--- src/hw/rtl/mgbbc_pkg.sv ---
`default_nettype none
package mgbbc_pkg;

  localparam int BLOCK_W    = 6;
  localparam int BLOCK_H    = 12;
  localparam int COORD_BITS = 12;

  localparam int LEFT_W   = 12;
  localparam int EDGE_W   = 13;
  localparam int PITCH_W  = 13;
  localparam int COLOR_W  = 16;
  localparam int OFF_W    = 26;
  localparam int ROW_W    = 4;
  localparam int BITS_LO_W = 64;
  localparam int BITS_HI_W = BLOCK_W * BLOCK_H - BITS_LO_W;

  localparam int CALC_W = ((COORD_BITS > EDGE_W) ? COORD_BITS : EDGE_W) + 2;
  localparam int PROD_W = CALC_W + PITCH_W;

  localparam int APB_DW = 32;
  localparam int APB_AW = 5;

  localparam logic [ROW_W-1:0] ROW_LAST = ROW_W'(BLOCK_H - 1);

  typedef enum logic [2:0] {
    CFG_CLIP_LEFT   = 3'd0,
    CFG_CLIP_TOP    = 3'd1,
    CFG_CLIP_RIGHT  = 3'd2,
    CFG_CLIP_BOTTOM = 3'd3,
    CFG_ROW_PITCH   = 3'd4
  } cfg_reg_e;

  typedef struct packed {
    logic [LEFT_W-1:0]  clip_left;
    logic [LEFT_W-1:0]  clip_top;
    logic [EDGE_W-1:0]  clip_right;
    logic [EDGE_W-1:0]  clip_bottom;
    logic [PITCH_W-1:0] row_pitch;
  } cfg_t;

  typedef struct packed {
    logic signed [COORD_BITS-1:0]        x;
    logic signed [COORD_BITS-1:0]        y;
    logic [BLOCK_H-1:0][BLOCK_W-1:0]     glyph;
    logic [COLOR_W-1:0]                  color;
    logic [BLOCK_W-1:0]                  col_mask;
  } item_t;

  typedef struct packed {
    logic signed [CALC_W-1:0]     py;
    logic signed [COORD_BITS-1:0] x;
    logic [BLOCK_W-1:0]           mask;
    logic [COLOR_W-1:0]           color;
    logic [ROW_W-1:0]             row;
    logic                         last;
  } row_req_t;

endpackage
`default_nettype wire

--- src/hw/rtl/mgbbc_if.sv ---
`default_nettype none
interface mgbbc_in_if;
  logic                                   valid;
  logic                                   ready;
  logic signed [mgbbc_pkg::COORD_BITS-1:0] block_x;
  logic signed [mgbbc_pkg::COORD_BITS-1:0] block_y;
  logic [mgbbc_pkg::BITS_LO_W-1:0]         bits_low;
  logic [mgbbc_pkg::BITS_HI_W-1:0]         bits_high;
  logic [mgbbc_pkg::COLOR_W-1:0]           ink_color;

  modport source (output valid, block_x, block_y, bits_low, bits_high, ink_color,
                  input ready);
  modport sink (input valid, block_x, block_y, bits_low, bits_high, ink_color,
                output ready);
endinterface

interface mgbbc_out_if;
  logic                               valid;
  logic                               ready;
  logic signed [mgbbc_pkg::OFF_W-1:0] row_offset;
  logic [mgbbc_pkg::BLOCK_W-1:0]      write_mask;
  logic [mgbbc_pkg::COLOR_W-1:0]      row_color;
  logic [mgbbc_pkg::ROW_W-1:0]        row_number;
  logic                               last_row;

  modport source (output valid, row_offset, write_mask, row_color, row_number, last_row,
                  input ready);
  modport sink (input valid, row_offset, write_mask, row_color, row_number, last_row,
                output ready);
endinterface
`default_nettype wire

--- src/hw/rtl/mgbbc_cfg.sv ---
`default_nettype none
module mgbbc_cfg (
  input  logic                          clk_i,
  input  logic                          rst_ni,
  input  logic                          psel,
  input  logic                          penable,
  input  logic                          pwrite,
  input  logic [mgbbc_pkg::APB_AW-1:0]  paddr,
  input  logic [mgbbc_pkg::APB_DW-1:0]  pwdata,
  output logic [mgbbc_pkg::APB_DW-1:0]  prdata,
  output logic                          pready,
  output mgbbc_pkg::cfg_t               cfg_o
);
  import mgbbc_pkg::*;

  cfg_t     cfg_q;
  cfg_t     cfg_d;
  cfg_reg_e sel;
  logic     wr_en;

  assign pready = 1'b1;
  assign sel    = cfg_reg_e'(paddr[APB_AW-1:2]);
  assign wr_en  = psel && penable && pwrite && pready;

  always_comb begin
    cfg_d = cfg_q;
    if (wr_en) begin
      case (sel)
        CFG_CLIP_LEFT:   cfg_d.clip_left   = pwdata[LEFT_W-1:0];
        CFG_CLIP_TOP:    cfg_d.clip_top    = pwdata[LEFT_W-1:0];
        CFG_CLIP_RIGHT:  cfg_d.clip_right  = pwdata[EDGE_W-1:0];
        CFG_CLIP_BOTTOM: cfg_d.clip_bottom = pwdata[EDGE_W-1:0];
        CFG_ROW_PITCH:   cfg_d.row_pitch   = pwdata[PITCH_W-1:0];
        default: ;
      endcase
    end
  end

  always_comb begin
    case (sel)
      CFG_CLIP_LEFT:   prdata = APB_DW'(cfg_q.clip_left);
      CFG_CLIP_TOP:    prdata = APB_DW'(cfg_q.clip_top);
      CFG_CLIP_RIGHT:  prdata = APB_DW'(cfg_q.clip_right);
      CFG_CLIP_BOTTOM: prdata = APB_DW'(cfg_q.clip_bottom);
      CFG_ROW_PITCH:   prdata = APB_DW'(cfg_q.row_pitch);
      default:         prdata = '0;
    endcase
  end

  always_ff @(posedge clk_i or negedge rst_ni) begin
    if (!rst_ni) begin
      cfg_q <= '0;
    end else begin
      cfg_q <= cfg_d;
    end
  end

  assign cfg_o = cfg_q;
endmodule
`default_nettype wire

--- src/hw/rtl/mgbbc_cull.sv ---
`default_nettype none
module mgbbc_cull (
  input  logic              clk_i,
  input  logic              rst_ni,
  mgbbc_in_if.sink          in_if,
  input  mgbbc_pkg::cfg_t   cfg_i,
  input  logic              take_i,
  output logic              valid_o,
  output mgbbc_pkg::item_t  item_o
);
  import mgbbc_pkg::*;

  logic                     valid_q, valid_d;
  logic                     cull_q, cull_d;
  item_t                    item_q, item_d;
  logic signed [CALC_W-1:0] xs, ys, cls, cts, crs, cbs;
  logic signed [CALC_W-1:0] px [BLOCK_W];

  assign xs  = CALC_W'(in_if.block_x);
  assign ys  = CALC_W'(in_if.block_y);
  assign cls = CALC_W'(cfg_i.clip_left);
  assign cts = CALC_W'(cfg_i.clip_top);
  assign crs = CALC_W'(cfg_i.clip_right);
  assign cbs = CALC_W'(cfg_i.clip_bottom);

  assign valid_o     = valid_q && !cull_q;
  assign in_if.ready = !valid_o || take_i;

  always_comb begin
    item_d       = item_q;
    cull_d       = cull_q;
    valid_d      = valid_q;
    if (in_if.ready) begin
      valid_d = in_if.valid;
    end
    if (in_if.ready && in_if.valid) begin
      item_d.x     = in_if.block_x;
      item_d.y     = in_if.block_y;
      item_d.glyph = {in_if.bits_high, in_if.bits_low};
      item_d.color = in_if.ink_color;
      for (int c = 0; c < BLOCK_W; c++) begin
        item_d.col_mask[c] = (px[c] >= cls) && (px[c] < crs);
      end
      cull_d = (xs + CALC_W'(BLOCK_W) <= cls) || (ys + CALC_W'(BLOCK_H) <= cts) ||
               (xs >= crs) || (ys >= cbs);
    end
  end

  always_comb begin
    for (int c = 0; c < BLOCK_W; c++) begin
      px[c] = xs + CALC_W'(c);
    end
  end

  always_ff @(posedge clk_i or negedge rst_ni) begin
    if (!rst_ni) begin
      valid_q <= 1'b0;
      cull_q  <= 1'b0;
    end else begin
      valid_q <= valid_d;
      cull_q  <= cull_d;
    end
  end

  always_ff @(posedge clk_i) begin
    item_q <= item_d;
  end

  assign item_o = item_q;
endmodule
`default_nettype wire

--- src/hw/rtl/mgbbc_rowgen.sv ---
`default_nettype none
module mgbbc_rowgen (
  input  logic                 clk_i,
  input  logic                 rst_ni,
  input  mgbbc_pkg::cfg_t      cfg_i,
  input  logic                 valid_i,
  input  mgbbc_pkg::item_t     item_i,
  output logic                 load_ok_o,
  output logic                 valid_o,
  output mgbbc_pkg::row_req_t  req_o,
  input  logic                 ready_i
);
  import mgbbc_pkg::*;

  logic                     busy_q, busy_d;
  logic [ROW_W-1:0]         row_q, row_d;
  item_t                    item_q, item_d;
  logic signed [CALC_W-1:0] py, cts, cbs;
  logic                     row_in;
  logic                     last;

  assign last      = (row_q == ROW_LAST);
  assign load_ok_o = !busy_q || (last && ready_i);

  assign cts    = CALC_W'(cfg_i.clip_top);
  assign cbs    = CALC_W'(cfg_i.clip_bottom);
  assign py     = CALC_W'(item_q.y) + CALC_W'(row_q);
  assign row_in = (py >= cts) && (py < cbs);

  always_comb begin
    busy_d = busy_q;
    row_d  = row_q;
    item_d = item_q;
    if (load_ok_o) begin
      busy_d = valid_i;
      row_d  = '0;
      item_d = item_i;
    end else if (busy_q && ready_i) begin
      row_d = row_q + ROW_W'(1);
    end
  end

  always_ff @(posedge clk_i or negedge rst_ni) begin
    if (!rst_ni) begin
      busy_q <= 1'b0;
      row_q  <= '0;
    end else begin
      busy_q <= busy_d;
      row_q  <= row_d;
    end
  end

  always_ff @(posedge clk_i) begin
    item_q <= item_d;
  end

  assign valid_o     = busy_q;
  assign req_o.py    = py;
  assign req_o.x     = item_q.x;
  assign req_o.mask  = item_q.glyph[row_q] & item_q.col_mask & {BLOCK_W{row_in}};
  assign req_o.color = item_q.color;
  assign req_o.row   = row_q;
  assign req_o.last  = last;
endmodule
`default_nettype wire

--- src/hw/rtl/mgbbc_rowcalc.sv ---
`default_nettype none
module mgbbc_rowcalc (
  input  logic                 clk_i,
  input  logic                 rst_ni,
  input  mgbbc_pkg::cfg_t      cfg_i,
  input  logic                 valid_i,
  input  mgbbc_pkg::row_req_t  req_i,
  output logic                 ready_o,
  mgbbc_out_if.source          out_if
);
  import mgbbc_pkg::*;

  logic                         c_valid_q;
  logic signed [PROD_W-1:0]     prod_q;
  row_req_t                     c_req_q;
  logic signed [CALC_W-1:0]     pitch_s;
  logic                         d_ready;
  logic                         d_valid_q;
  logic signed [OFF_W-1:0]      off_q;
  logic [BLOCK_W-1:0]           mask_q;
  logic [COLOR_W-1:0]           color_q;
  logic [ROW_W-1:0]             row_q;
  logic                         last_q;

  assign pitch_s = CALC_W'(cfg_i.row_pitch);
  assign d_ready = !d_valid_q || out_if.ready;
  assign ready_o = !c_valid_q || d_ready;

  always_ff @(posedge clk_i or negedge rst_ni) begin
    if (!rst_ni) begin
      c_valid_q <= 1'b0;
      d_valid_q <= 1'b0;
    end else begin
      if (ready_o) begin
        c_valid_q <= valid_i;
      end
      if (d_ready) begin
        d_valid_q <= c_valid_q;
      end
    end
  end

  always_ff @(posedge clk_i) begin
    if (ready_o && valid_i) begin
      prod_q  <= PROD_W'(req_i.py) * PROD_W'(pitch_s);
      c_req_q <= req_i;
    end
    if (d_ready && c_valid_q) begin
      off_q   <= prod_q[OFF_W-1:0] + OFF_W'(c_req_q.x);
      mask_q  <= c_req_q.mask;
      color_q <= c_req_q.color;
      row_q   <= c_req_q.row;
      last_q  <= c_req_q.last;
    end
  end

  assign out_if.valid      = d_valid_q;
  assign out_if.row_offset = off_q;
  assign out_if.write_mask = mask_q;
  assign out_if.row_color  = color_q;
  assign out_if.row_number = row_q;
  assign out_if.last_row   = last_q;
endmodule
`default_nettype wire

--- src/hw/rtl/mono_glyph_block_blit_clip_core.sv ---
// Path: a taken block passes the cull register, the row sequencer, the product register and the output register.
// Throughput: a visible block yields 12 row writes, one per cycle while the receiver is ready;
//   the row sequencer, which holds one block and steps through its rows, sets that rate.
// A culled block yields nothing and is dropped in the input stage.
// Reset: asynchronous, active low; clears all valid bits and the clip and pitch registers.
`default_nettype none
module mono_glyph_block_blit_clip_core (
  input  logic                          clk_i,
  input  logic                          rst_ni,
  mgbbc_in_if.sink                      in_if,
  mgbbc_out_if.source                   out_if,
  input  logic                          psel,
  input  logic                          penable,
  input  logic                          pwrite,
  input  logic [mgbbc_pkg::APB_AW-1:0]  paddr,
  input  logic [mgbbc_pkg::APB_DW-1:0]  pwdata,
  output logic [mgbbc_pkg::APB_DW-1:0]  prdata,
  output logic                          pready
);
  import mgbbc_pkg::*;

  cfg_t     cfg;
  logic     a_valid;
  item_t    a_item;
  logic     gen_load_ok;
  logic     gen_valid;
  row_req_t gen_req;
  logic     calc_ready;

  mgbbc_cfg u_cfg (
    .clk_i   (clk_i),
    .rst_ni  (rst_ni),
    .psel    (psel),
    .penable (penable),
    .pwrite  (pwrite),
    .paddr   (paddr),
    .pwdata  (pwdata),
    .prdata  (prdata),
    .pready  (pready),
    .cfg_o   (cfg)
  );

  mgbbc_cull u_cull (
    .clk_i   (clk_i),
    .rst_ni  (rst_ni),
    .in_if   (in_if),
    .cfg_i   (cfg),
    .take_i  (gen_load_ok),
    .valid_o (a_valid),
    .item_o  (a_item)
  );

  mgbbc_rowgen u_rowgen (
    .clk_i     (clk_i),
    .rst_ni    (rst_ni),
    .cfg_i     (cfg),
    .valid_i   (a_valid),
    .item_i    (a_item),
    .load_ok_o (gen_load_ok),
    .valid_o   (gen_valid),
    .req_o     (gen_req),
    .ready_i   (calc_ready)
  );

  mgbbc_rowcalc u_rowcalc (
    .clk_i   (clk_i),
    .rst_ni  (rst_ni),
    .cfg_i   (cfg),
    .valid_i (gen_valid),
    .req_i   (gen_req),
    .ready_o (calc_ready),
    .out_if  (out_if)
  );
endmodule
`default_nettype wire

--- src/flat_wrapper.sv ---
// flat-port wrapper written by rule: the top's interface ports become plain ports
module mono_glyph_block_blit_clip_core_flat import mgbbc_pkg::*;
  (clk_i, rst_ni, psel, penable, pwrite, paddr, pwdata, prdata, pready, in_if_valid, in_if_block_x, in_if_block_y, in_if_bits_low, in_if_bits_high, in_if_ink_color, in_if_ready, out_if_valid, out_if_row_offset, out_if_write_mask, out_if_row_color, out_if_row_number, out_if_last_row, out_if_ready);
  mgbbc_in_if in_if_i ();
  mgbbc_out_if out_if_i ();
  input  logic clk_i;
  input  logic rst_ni;
  input  logic psel;
  input  logic penable;
  input  logic pwrite;
  input  logic [mgbbc_pkg::APB_AW-1:0] paddr;
  input  logic [mgbbc_pkg::APB_DW-1:0] pwdata;
  output logic [mgbbc_pkg::APB_DW-1:0] prdata;
  output logic pready;
  input wire logic [$bits(in_if_i.valid)-1:0] in_if_valid;
  input wire logic [$bits(in_if_i.block_x)-1:0] in_if_block_x;
  input wire logic [$bits(in_if_i.block_y)-1:0] in_if_block_y;
  input wire logic [$bits(in_if_i.bits_low)-1:0] in_if_bits_low;
  input wire logic [$bits(in_if_i.bits_high)-1:0] in_if_bits_high;
  input wire logic [$bits(in_if_i.ink_color)-1:0] in_if_ink_color;
  output wire logic [$bits(in_if_i.ready)-1:0] in_if_ready;
  output wire logic [$bits(out_if_i.valid)-1:0] out_if_valid;
  output wire logic [$bits(out_if_i.row_offset)-1:0] out_if_row_offset;
  output wire logic [$bits(out_if_i.write_mask)-1:0] out_if_write_mask;
  output wire logic [$bits(out_if_i.row_color)-1:0] out_if_row_color;
  output wire logic [$bits(out_if_i.row_number)-1:0] out_if_row_number;
  output wire logic [$bits(out_if_i.last_row)-1:0] out_if_last_row;
  input wire logic [$bits(out_if_i.ready)-1:0] out_if_ready;
  assign in_if_i.valid = in_if_valid;
  assign in_if_i.block_x = in_if_block_x;
  assign in_if_i.block_y = in_if_block_y;
  assign in_if_i.bits_low = in_if_bits_low;
  assign in_if_i.bits_high = in_if_bits_high;
  assign in_if_i.ink_color = in_if_ink_color;
  assign in_if_ready = in_if_i.ready;
  assign out_if_valid = out_if_i.valid;
  assign out_if_row_offset = out_if_i.row_offset;
  assign out_if_write_mask = out_if_i.write_mask;
  assign out_if_row_color = out_if_i.row_color;
  assign out_if_row_number = out_if_i.row_number;
  assign out_if_last_row = out_if_i.last_row;
  assign out_if_i.ready = out_if_ready;
  mono_glyph_block_blit_clip_core u_core (.clk_i(clk_i), .rst_ni(rst_ni), .in_if(in_if_i), .out_if(out_if_i), .psel(psel), .penable(penable), .pwrite(pwrite), .paddr(paddr), .pwdata(pwdata), .prdata(prdata), .pready(pready));
endmodule
--- config.mk ---
export PLATFORM = sky130hd
export DESIGN_NAME = mono_glyph_block_blit_clip_core_flat
export DESIGN_NICKNAME = d
export VERILOG_FILES = /design/src/hw/rtl/mgbbc_pkg.sv /design/src/hw/rtl/mgbbc_if.sv /design/src/hw/rtl/mgbbc_cfg.sv /design/src/hw/rtl/mgbbc_cull.sv /design/src/hw/rtl/mgbbc_rowgen.sv /design/src/hw/rtl/mgbbc_rowcalc.sv /design/src/hw/rtl/mono_glyph_block_blit_clip_core.sv /design/src/flat_wrapper.sv
export SDC_FILE = /design/constraint.sdc
export NUM_CORES = 1
export LEC_CHECK = 0
export BUFFER_PORTS_ARGS = -buffer_cell sky130_fd_sc_hd__buf_2
export CAP_MARGIN = 40
export CORE_MARGIN = 1.5
export CORE_UTILIZATION = 40
export DETAILED_ROUTE_END_ITERATION = 16
export GPL_ROUTABILITY_DRIVEN = 1
export PLACE_DENSITY = 0.56
export SYNTH_ARGS = -nofsm -noshare
export SYNTH_HDL_FRONTEND = slang
export SYNTH_HIERARCHICAL = 1
export SYNTH_SLANG_ARGS = --single-unit
--- constraint.sdc ---
create_clock -name clk_i -period 14.5 [get_ports clk_i]
set_input_delay 3.625 -clock clk_i [delete_from_list [all_inputs] [get_ports clk_i]]
set_output_delay 3.625 -clock clk_i [all_outputs]
set_load 0.02 [all_outputs]
# Word level (Yosys, flattened, before mapping)
# Index checks and enable logic that the tools add are counted.
# Widths: inputs -> output; s select.
[op_classes]
addsub = 10
mul = 1
div = 0
order_cmp = 19
eq_ne = 5
shifts = 0
muxes = 5
bitwise = 2
reduce_logical = 33
[ops]
columns = ["operator", "n"]
rows = [
  ["$ge 15x13->1", 5],
  ["$lt 15x14->1", 5],
  ["$pmux 13 s5", 1],
  ["$add 12x4->13 const B", 3],
  ["$ge 12x14->1", 2],
  ["$add 12x3->13 const B", 2],
  ["$add 26x26->26", 1],
  ["$le 13x13->1", 2],
  ["$mul 13x14->26", 1],
  ["$bmux 6 s4", 1],
  ["$logic_and 1x1->1", 14],
  ["$lt 12x14->1", 1],
  ["$lt 13x14->1", 1],
  ["$add 12x2->13 const B", 1],
  ["$add 12x5->13", 1],
  ["$add 12x5->13 const B", 1],
  ["$ge 12x13->1", 1],
  ["$ge 13x13->1", 1],
  ["$and 6x6->6", 2],
  ["$reduce_and 2->1", 5],
  ["$mux 4", 2],
  ["$logic_or 1x1->1", 7],
  ["$eq 3x2->1 const B", 2],
  ["$mux 6", 1],
  ["8 further kinds", 12],
]
[word_totals]
ff_bits = 426
latch_bits = 0
ram_bits = 0
mem_bits_ro = 0
in_bits = 156
out_inout_bits = 88
wordCells = 129
mem_count = 0

# Logic depth before layout (Yosys ltp)
# Gate-level depths: netlist of the first run.
[depth]
ltp_word = 7
depth_mapped = 30
ltp_nobuf = 29

# Cells and area by module
# The synthesis of the first run kept the hierarchy.
[modules_own_cells]
columns = ["mod", "instances", "cells_each", "area_each_um2", "seq_area_each_um2"]
rows = [
  ["mgbbc_rowcalc", 1, 1089, 11883.9, 3593.4],
  ["mgbbc_cull", 1, 782, 8728.4, 3593.4],
  ["mgbbc_rowgen", 1, 346, 5577.8, 3668.5],
  ["mgbbc_cfg", 1, 227, 3103.0, 1576.5],
]

# Worst setup path after synthesis of the first run
# OpenSTA, ideal clock, no wires.
[synth_timing]
kind = "input to register"
from = "in out_if_ready"
to = "reg u_core.u_cull.cull_q"
setup_ns = 0.141
arrival_ns = 10.518
t_required_ns = 14.359
slack_ns = 3.841
stages = 9
path_buffers = 1
cell_sequence = "nand3b_1 > clkbuf_1 > nand2_1 > nand2_1 > nand2b_1 > and2_1 > nand3_1 > nor4_1 > a41oi_1"
[synth_between]
elab_chain_cells = 6
[synth_rtl]
columns = ["element", "line", "text"]
rows = [
  ["from (decl)", "flat_wrapper.sv:28", "input wire logic [$bits(out_if_i.ready)-1:0] out_if_ready;"],
  ["$logic_or 1x1->1", "mgbbc_rowcalc.sv:26", "assign d_ready = !d_valid_q || out_if.ready;"],
  ["$logic_or 1x1->1", "mgbbc_rowcalc.sv:27", "assign ready_o = !c_valid_q || d_ready;"],
  ["$logic_and 1x1->1", "mgbbc_rowgen.sv:23", "assign load_ok_o = !busy_q || (last && ready_i);"],
  ["$logic_or 1x1->1", "mgbbc_rowgen.sv:23", ""],
  ["named net u_core.gen_load_ok", "mono_glyph_block_blit_clip_core.sv:25", "logic gen_load_ok;"],
  ["$logic_or 1x1->1", "mgbbc_cull.sv:27", "assign in_if.ready = !valid_o || take_i;"],
  ["named net in_if_ready", "flat_wrapper.sv:21", "output wire logic [$bits(in_if_i.ready)-1:0] in_if_ready;"],
  ["$logic_and 1x1->1", "mgbbc_cull.sv:36", "if (in_if.ready && in_if.valid) begin"],
  ["to (signal assigned)", "mgbbc_cull.sv:61", "cull_q <= cull_d;"],
  ["to (decl)", "mgbbc_cull.sv:14", "logic cull_q, cull_d;"],
]
# The timed path passes the listed nets, and every way through them passes these cells.
# A chain may end at the register's enable or synchronous reset.

# Worst setup path after layout of the first run
[layout_timing]
from = "in paddr[2] (netlist name)"
to = "out prdata[7] (netlist name)"
[layout_between]
elab_chain_cells = 2
word_cells_on_any_way = 6
cone_classes = "eq/ne: 4; mux: 1; reduce/logical: 1"
[layout_rtl]
columns = ["element", "line", "text"]
rows = [
  ["from (decl)", "flat_wrapper.sv:11", "input logic [mgbbc_pkg::APB_AW-1:0] paddr;"],
  ["$eq 3x3->1, or another cell as far along", "mgbbc_cfg.sv:40", "case (sel)"],
  ["$pmux 13 s5 (*)", "mgbbc_cfg.sv:40", ""],
  ["to (decl)", "flat_wrapper.sv:13", "output logic [mgbbc_pkg::APB_DW-1:0] prdata;"],
]
# Mark *: on every way between the ends. The rest lies on a longest branch, timed or not.

==> key figures, run 1 <==
Yosys
  • Seq cells post-synth: 426
  • Synthesized area per cell: 11.99 sq um
  • Synth unique cells: 94
  • Synth async-reset ratio: 16.90%
  • Mapped cell area: between 20000 and 30000 sq um
  • YS warnings: 6
  • Main flop type after synthesis: edfxtp_1
  • Mapped Cells: between 2000 and 2500
  • Post-synth EDFFs: approximately 350
  • Yosys top cell area share: 36.29%
  • Cell taking the most area after synthesis: edfxtp_1
  • Main area contributors after synthesis: edfxtp_1, ha_1, fa_1
  • Seq/Total Area, Yosys: 42.44%

Global route
  • GR Util met1: 26.20%
  • First-pass GRT wire length: 111800 um
  • GR Util met2: 32.06%
  • GR Overflow Total: 0
  • Largest net degree at the start of global routing: 62
  • Gr usage total: 19.47%
  • Grt peak-use layer: met2
  • Initial antenna violation count: 3
  • Global-route met3 utilization: roughly 3.3%
  • Vias in the first global route: about 20000

Worst hold path
  • Hold path endpoint: u_core/u_rowgen/item_q[83]
  • Hold crit path type: reg -> reg
  • Hold Path Cell Cnt: 0
  • Min-Delay Startpoint: u_core/u_cull/item_o[83]

Job
  • Max-cap violation count: 0

Worst setup path
  • Reg2Reg Setup Slack: 6180 ps
  • Peak per-stage delay on the critical path: approximately 520 ps
  • Peak fanout along the critical path: 21
  • CP Cell Sequence: buf_2, nor2b_1, buf_4, a22oi_1, o21ai_0, buf_2
  • Arrival @ worst endpoint: 5430 ps
  • Worst Path Required: 10880 ps
  • CP max stage cell: nor2b_1
  • CP top delay family: buffers and inverters
  • R2r startpoint: u_core/u_rowgen/row_q[1]
  • Element type at the critical path end: primary output
  • Reg2reg path depth: 28
  • RR Endpoint: u_core/u_rowcalc/prod_q[25]
  • Most frequent cell on the critical path: buf_2
  • Critical path class: in -> out
  • CP Buf/Inv Count: 3
  • Startpoint Class: input pin

Detailed routing
  • Wire length per cell: roughly 20 um
  • First-pass iteration count of the detailed router: 5
  • DR vias: 18876
  • DRC: 0
  • Via density: a little over 5
  • Drt total wl: roughly 73000 um
  • Post-route antenna net violation count: 0
  • Iter 0 DRT Violations: approximately 1200

Floorplan
  • Initial core utilization: 40.29%
  • Row cnt: 99
  • Die Area: 74870 sq um
  • Die Y: 273.6 um
  • Core ar.: ~73000 sq um
  • Die width: 273.6 um
  • IO Count: around 240

Clock network
  • Hold Buf Count CTS: 0
  • Post-CTS Resized: 0
  • Postcts setup bufs: 0
  • Later-pin clock latency in the skew report: 610 ps
  • CTS clk-pin slew, worst paths: roughly 60 ps
  • Num CTS Buffers: 49
  • CTS tree: yes
  • Clock sink count: 426
  • Max clock buf depth: 3
  • Root buf cell: clkbuf_16
  • H-tree depth: 2

Cells and area
  • Commonest non-fill, non-tap cell in the layout: edfxtp_1
  • Nets: 3269
  • Multi-input combinational cell area: 15090 sq um
  • Layout cells sized above 1: 16.26%
  • Storage cell area: 12430 sq um
  • Fillers: between 6000 and 7000
  • Most frequent cells in the layout: edfxtp_1, inv_1, ha_1
  • Area growth from synthesis to layout: 12.57%

STA
  • Final clock skew: 31.47 ps
  • RSZ-0062 raised after global routing: no
  • Max Freq: between 100 and 150 MHz
  • Period utilization: 62.45%
  • Min cycle time layout: 9056 ps
  • Relative slew slack: 41.04%
  • Slew @ Worst Pin: around 860 ps
  • Final Hold Fails: 0
  • Final setup TNS: 0 ps
  • Endpoints failing setup: 0
  • Max-slew violation count: 0

Placed design
  • Gp weighted congestion: approximately 0.92
  • PortBufs: between 200 and 250
  • Hpwl dp: 55790 um

Status
  • Status: finished, final reports clean
==> cell type report <==
class	instances	area share, %
Multi-Input combinational cell	1604	45.76
Sequential cell	426	37.70
Timing Repair Buffer	236	4.003
Clock buffer	56	3.889
Inverter	321	3.654
Tap cell	959	3.639
Clock inverter	32	1.336
Antenna cell	2	0.01518
==> routing by layer <==
| metal | vias up | share of wire, % |
|---|---|---|
| met5 | - | 0.018 |
| met4 | 2 | 2.7 |
| met3 | 130 | 5.8 |
| met2 | 549 | 47 |
| met1 | 9322 | 44 |
| li1 | 8873 | - |
==> how the worst max path moves through the flow <==
stage / slack (ps) / depth (start not counted) / endpoint / from
2_1_floorplan: 3840 / 9 / u_core/u_cull/cull_q / out_if_ready
3_3_place_gp: 5080 / 5 / prdata[3] / paddr[2]
3_5_place_dp: 5470 / 5 / prdata[3] / paddr[2]
4_1_cts: 5470 / 6 / prdata[7] / paddr[2]
5_1_grt: 5330 / 6 / prdata[6] / paddr[2]
6_report: 5440 / 6 / prdata[7] / paddr[2]
==> registers in the layout (all words and copies together), names as in the netlist <==
signal,flops
u_core/u_cull/cull_q,1
u_core/u_rowcalc/c_req_q,39
u_core/u_rowcalc/c_valid_q,1
u_core/u_cull/valid_q,1
u_core/u_rowgen/row_q,4
u_core/u_cull/item_o,118
u_core/u_rowgen/valid_o,1
u_core/u_rowcalc/out_if.valid,1
u_core/u_rowgen/req_o,28
u_core/u_rowcalc/prod_q,26
u_core/u_rowcalc/out_if.last_row,1
u_core/u_rowcalc/out_if.row_number,4
u_core/u_rowcalc/out_if.row_offset,26
u_core/u_rowcalc/out_if.write_mask,6
u_core/u_cfg/cfg_o,63
u_core/u_rowgen/item_q,90
u_core/u_rowcalc/out_if.row_color,16
==> cell usage after synthesis (7+ instances only) <==
library cell  count
edfxtp_1        354
inv_1           320
ha_1            299
fa_1            176
nand2_1         171
and2_1          109
xnor2_1          89
a21oi_1          81
nor2_1           79
dfrtp_1          72
mux2_2           67
o21ai_0          66
buf_4            59
clkbuf_1         40
xor2_1           40
nand3_1          39
a21o_1           35
nand4_1          24
o21a_1           20
nor2b_1          19
nor3_1           19
a211oi_1         16
nand2b_1         16
mux4_1           14
o211ai_1         14
a22oi_1          13
nor4_1           12
a32oi_1          11
and3_1           11
o21bai_1         11
a31oi_1          10
mux2_4           10
a22o_1            8
and4_1            8
a21boi_0          7
==> metrics by stage <==
step / util (%) / instance area, sq um / hold slack [ps] / std cells / worst slack [ps]
5_1_grt: 45.35 / 32970 / 404.9 / 3635 / 5327
4_1_cts: 45.34 / 32970 / 388.1 / 3634 / 5473
6_report: 45.35 / 32970 / 394.0 / 3636 / 5444
2_1_floorplan: - / 29360 / 400.3 / 2462 / 3841
3_5_place_dp: 42.97 / 31250 / 404.5 / 3546 / 5474
3_3_place_gp: 42.79 / 31110 / 400.8 / 3535 / 5076
==> cell families after synthesis <==
family / share of synthesized area (%)
simple gates: 9.405
mux: 4.686
other cells: 0.02564
xor+xnor: 3.857
flops: 42.44
fa+ha+maj: 24.80
compound gates: 8.338
buf+inv: 6.450
Power of run 1 is left out: the tool's default activity adds up to more than one toggle a clock period on the data nets, which glitch-free logic cannot reach.
==> run 2, diff against run 1 <==
- clock period: 14.5 -> 8.8 ns (I/O delays scaled with it)
==> run 2 against run 1 <==
- via count is 0.67% lower
- global-route usage fell by 0.087 points
- clock skew rose by 12 ps
- register-to-register slack lost 5700 ps
- final area shrank 0.79%
==> key figures, run 2 (synthesis gave the netlist of run 1 again) <==
STA
  • Fin worst setup slack: 474.7 ps (was 5444 ps)
  • Max-slew violation count: 0 (unchanged)
  • Final Hold Fails: 0 (unchanged)
  • RSZ-0062 raised after global routing: no (unchanged)
  • Relative slew slack: 45.08% (was 41.04%)
  • Period utilization: 94.61%
  • Final setup TNS: 0 ps (unchanged)
  • Max Freq: 120.1 MHz
  • Endpoints failing setup: 0 (unchanged)
  • Slew @ Worst Pin: 823.8 ps (was 862.0 ps)
  • Final clock skew: 43.29 ps (was 31.47 ps)
  • Min cycle time layout: about 8300 ps

Cells and area
  • Area growth from synthesis to layout: 11.68% (was 12.57%)
  • Commonest non-fill, non-tap cell in the layout: edfxtp_1 (unchanged)
  • Final std cells w/o fill: 3640 (was 3636)
  • Largest register FFs: 118 (unchanged)
  • Multi-input combinational cell area: 15050 sq um (was 15090 sq um)
  • Fillers: 6637 (unchanged)
  • Nets: 3270 (was 3269)
  • Storage cell area: 12430 sq um (unchanged)
  • Layout cells sized above 1: 15.84% (was 16.26%)
  • Most frequent cells in the layout: edfxtp_1, inv_1, ha_1 (unchanged)

Global route
  • Largest net degree at the start of global routing: 66 (was 62)
  • GR Util met1: 26.18% (was 26.20%)
  • Gr usage total: 19.38% (was 19.47%)
  • GR Overflow Total: 0 (unchanged)
  • Vias in the first global route: 19701 (was 19541)
  • First-pass GRT wire length: 111700 um (was 111800 um)
  • Global-route met3 utilization: 2.482% (was 3.298%)
  • Grt peak-use layer: met2 (unchanged)
  • GR Util met2: 32.32% (was 32.06%)
  • Initial antenna violation count: 8 (was 3)

Worst setup path
  • Element type at the critical path end: register (was primary output)
  • R2r startpoint: u_core/u_rowgen/row_q[1] (unchanged)
  • Arrival @ worst endpoint: 8620 ps (was 5430 ps)
  • Startpoint Class: register (was input pin)
  • Most frequent cell on the critical path: fa_1 (was buf_2)
  • CP Buf/Inv Count: 6 (was 3)
  • Peak per-stage delay on the critical path: 550 ps (was 520 ps)
  • CP max stage cell: fa_1 (was nor2b_1)
  • Crit path depth: 27 (was 6)
  • CP top delay family: adder cells (was buffers and inverters)
  • Worst Path Required: 9100 ps (was 10880 ps)
  • Peak fanout along the critical path: 23 (was 21)
  • Reg2reg path depth: 27 (was 28)
  • Critical path class: reg -> reg (was in -> out)
  • Setup crit start: u_core/u_rowgen/row_q[1] (was paddr[2])

Floorplan
  • Die width: 273.6 um (unchanged)
  • Initial core utilization: 40.29% (unchanged)
  • Row cnt: 99 (unchanged)
  • Core ar.: 72710 sq um (unchanged)
  • IO Count: 244 (unchanged)
  • Die Area: 74870 sq um (unchanged)
  • Die Y: 273.6 um (unchanged)

Detailed routing
  • Iter 0 DRT Violations: 1050 (was 1192)
  • Drt total wl: 72660 um (was 72970 um)
  • DR vias: 18749 (was 18876)
  • Wire length per cell: 19.96 um (was 20.07 um)
  • Post-route antenna net violation count: 0 (unchanged)
  • Via density: 5.151 (was 5.191)
  • First-pass iteration count of the detailed router: 5 (unchanged)
  • DRC: 0 (unchanged)

Clock network
  • Postcts setup bufs: 0 (unchanged)
  • Post-CTS Resized: 0 (unchanged)
  • Root buf cell: clkbuf_16 (unchanged)
  • H-tree depth: 2 (unchanged)
  • Max clock buf depth: 3 (unchanged)
  • Clock sink count: 426 (unchanged)
  • Hold Buf Count CTS: 0 (unchanged)
  • CTS tree: yes (unchanged)
  • CTS clk-pin slew, worst paths: 60 ps (about the same)
  • Later-pin clock latency in the skew report: 590 ps (was 610 ps)
  • Num CTS Buffers: 47 (was 49)

Status
  • Status: finished, final reports clean (unchanged)

Placed design
  • Gp weighted congestion: 0.8806 (was 0.9155)
  • Pre-CTS setup slack: 497.7 ps (was 5474 ps)
  • PortBufs: 202 (unchanged)
  • Dpl cells: 3549 (was 3546)
  • Hpwl dp: 55830 um (was 55790 um)

Worst hold path
  • Min-Delay Startpoint: u_core/u_cull/item_o[82] (was u_core/u_cull/item_o[83])
  • Hold Path Cell Cnt: 0 (unchanged)
  • Hold crit path type: reg -> reg (unchanged)

Job
  • Max-cap violation count: 0 (unchanged)
run 2: cell types whose count changed in the layout (fill, tap and decap cells not counted), moves of 3 or more:
cell       change
buf_4          +6
bufinv_16      -6
clkbuf_1       +5
clkinv_1       +3
clkinv_2       +3
xnor2_1        +4
xnor2_2        -4
run 2: routing by layer:
layer  routed length, um  vias to the layer above
met3                3077                      113
li1                    -                     8876
met5                  34                        -
met2               34970                      469
met4                1841                        6
met1               32730                     9285
run 2: final cells by class:
cell class | instances | area share, %
antenna | 4 | 0.03060
clock buffer | 60 | 3.901
clock inverter | 27 | 0.6464
inverter | 321 | 3.683
multi-input combinational | 1604 | 46.01
sequential | 426 | 38.00
tap | 959 | 3.668
timing repair buffer | 239 | 4.058
run 2: worst register-to-register path, delay by kind of cell, from the launching register on:
kind / cells / cell delay, ps
AO/OA/AOI/OAI: 7 / 1640
XOR/XNOR: 2 / 600
adder cells (fa/ha/maj): 8 / 3830
buffers and inverters: 6 / 920
flip-flops: 1 / 360
AND/OR/NAND/NOR: 4 / 660
run 2: metrics by stage:
| stage | hold WS, ps | util (%) | cell area, sq um |
|---|---|---|---|
| 2_1_floorplan | 400.3 | - | 29360 |
| 3_3_place_gp | 400.8 | 42.79 | 31110 |
| 3_5_place_dp | 404.5 | 42.93 | 31220 |
| 4_1_cts | 390.8 | 44.98 | 32700 |
| 5_1_grt | 403.5 | 44.99 | 32710 |
| 6_report | 400.2 | 44.99 | 32710 |
run 2: path summary, 6_finish.rpt:
path / to / slack, ps
worst max-delay path: u_core/u_rowcalc/prod_q[23] / 470
worst min-delay path: u_core/u_rowgen/item_q[82] / 400
worst max register to register: u_core/u_rowcalc/prod_q[23] / 470
worst min register to register: u_core/u_rowgen/item_q[82] / 400
max in group asynchronous: u_core/u_cfg/cfg_o[9] / 6760
min in group asynchronous: u_core/u_rowgen/row_q[0] / 1460
Power of run 2 is left out for the same reason.
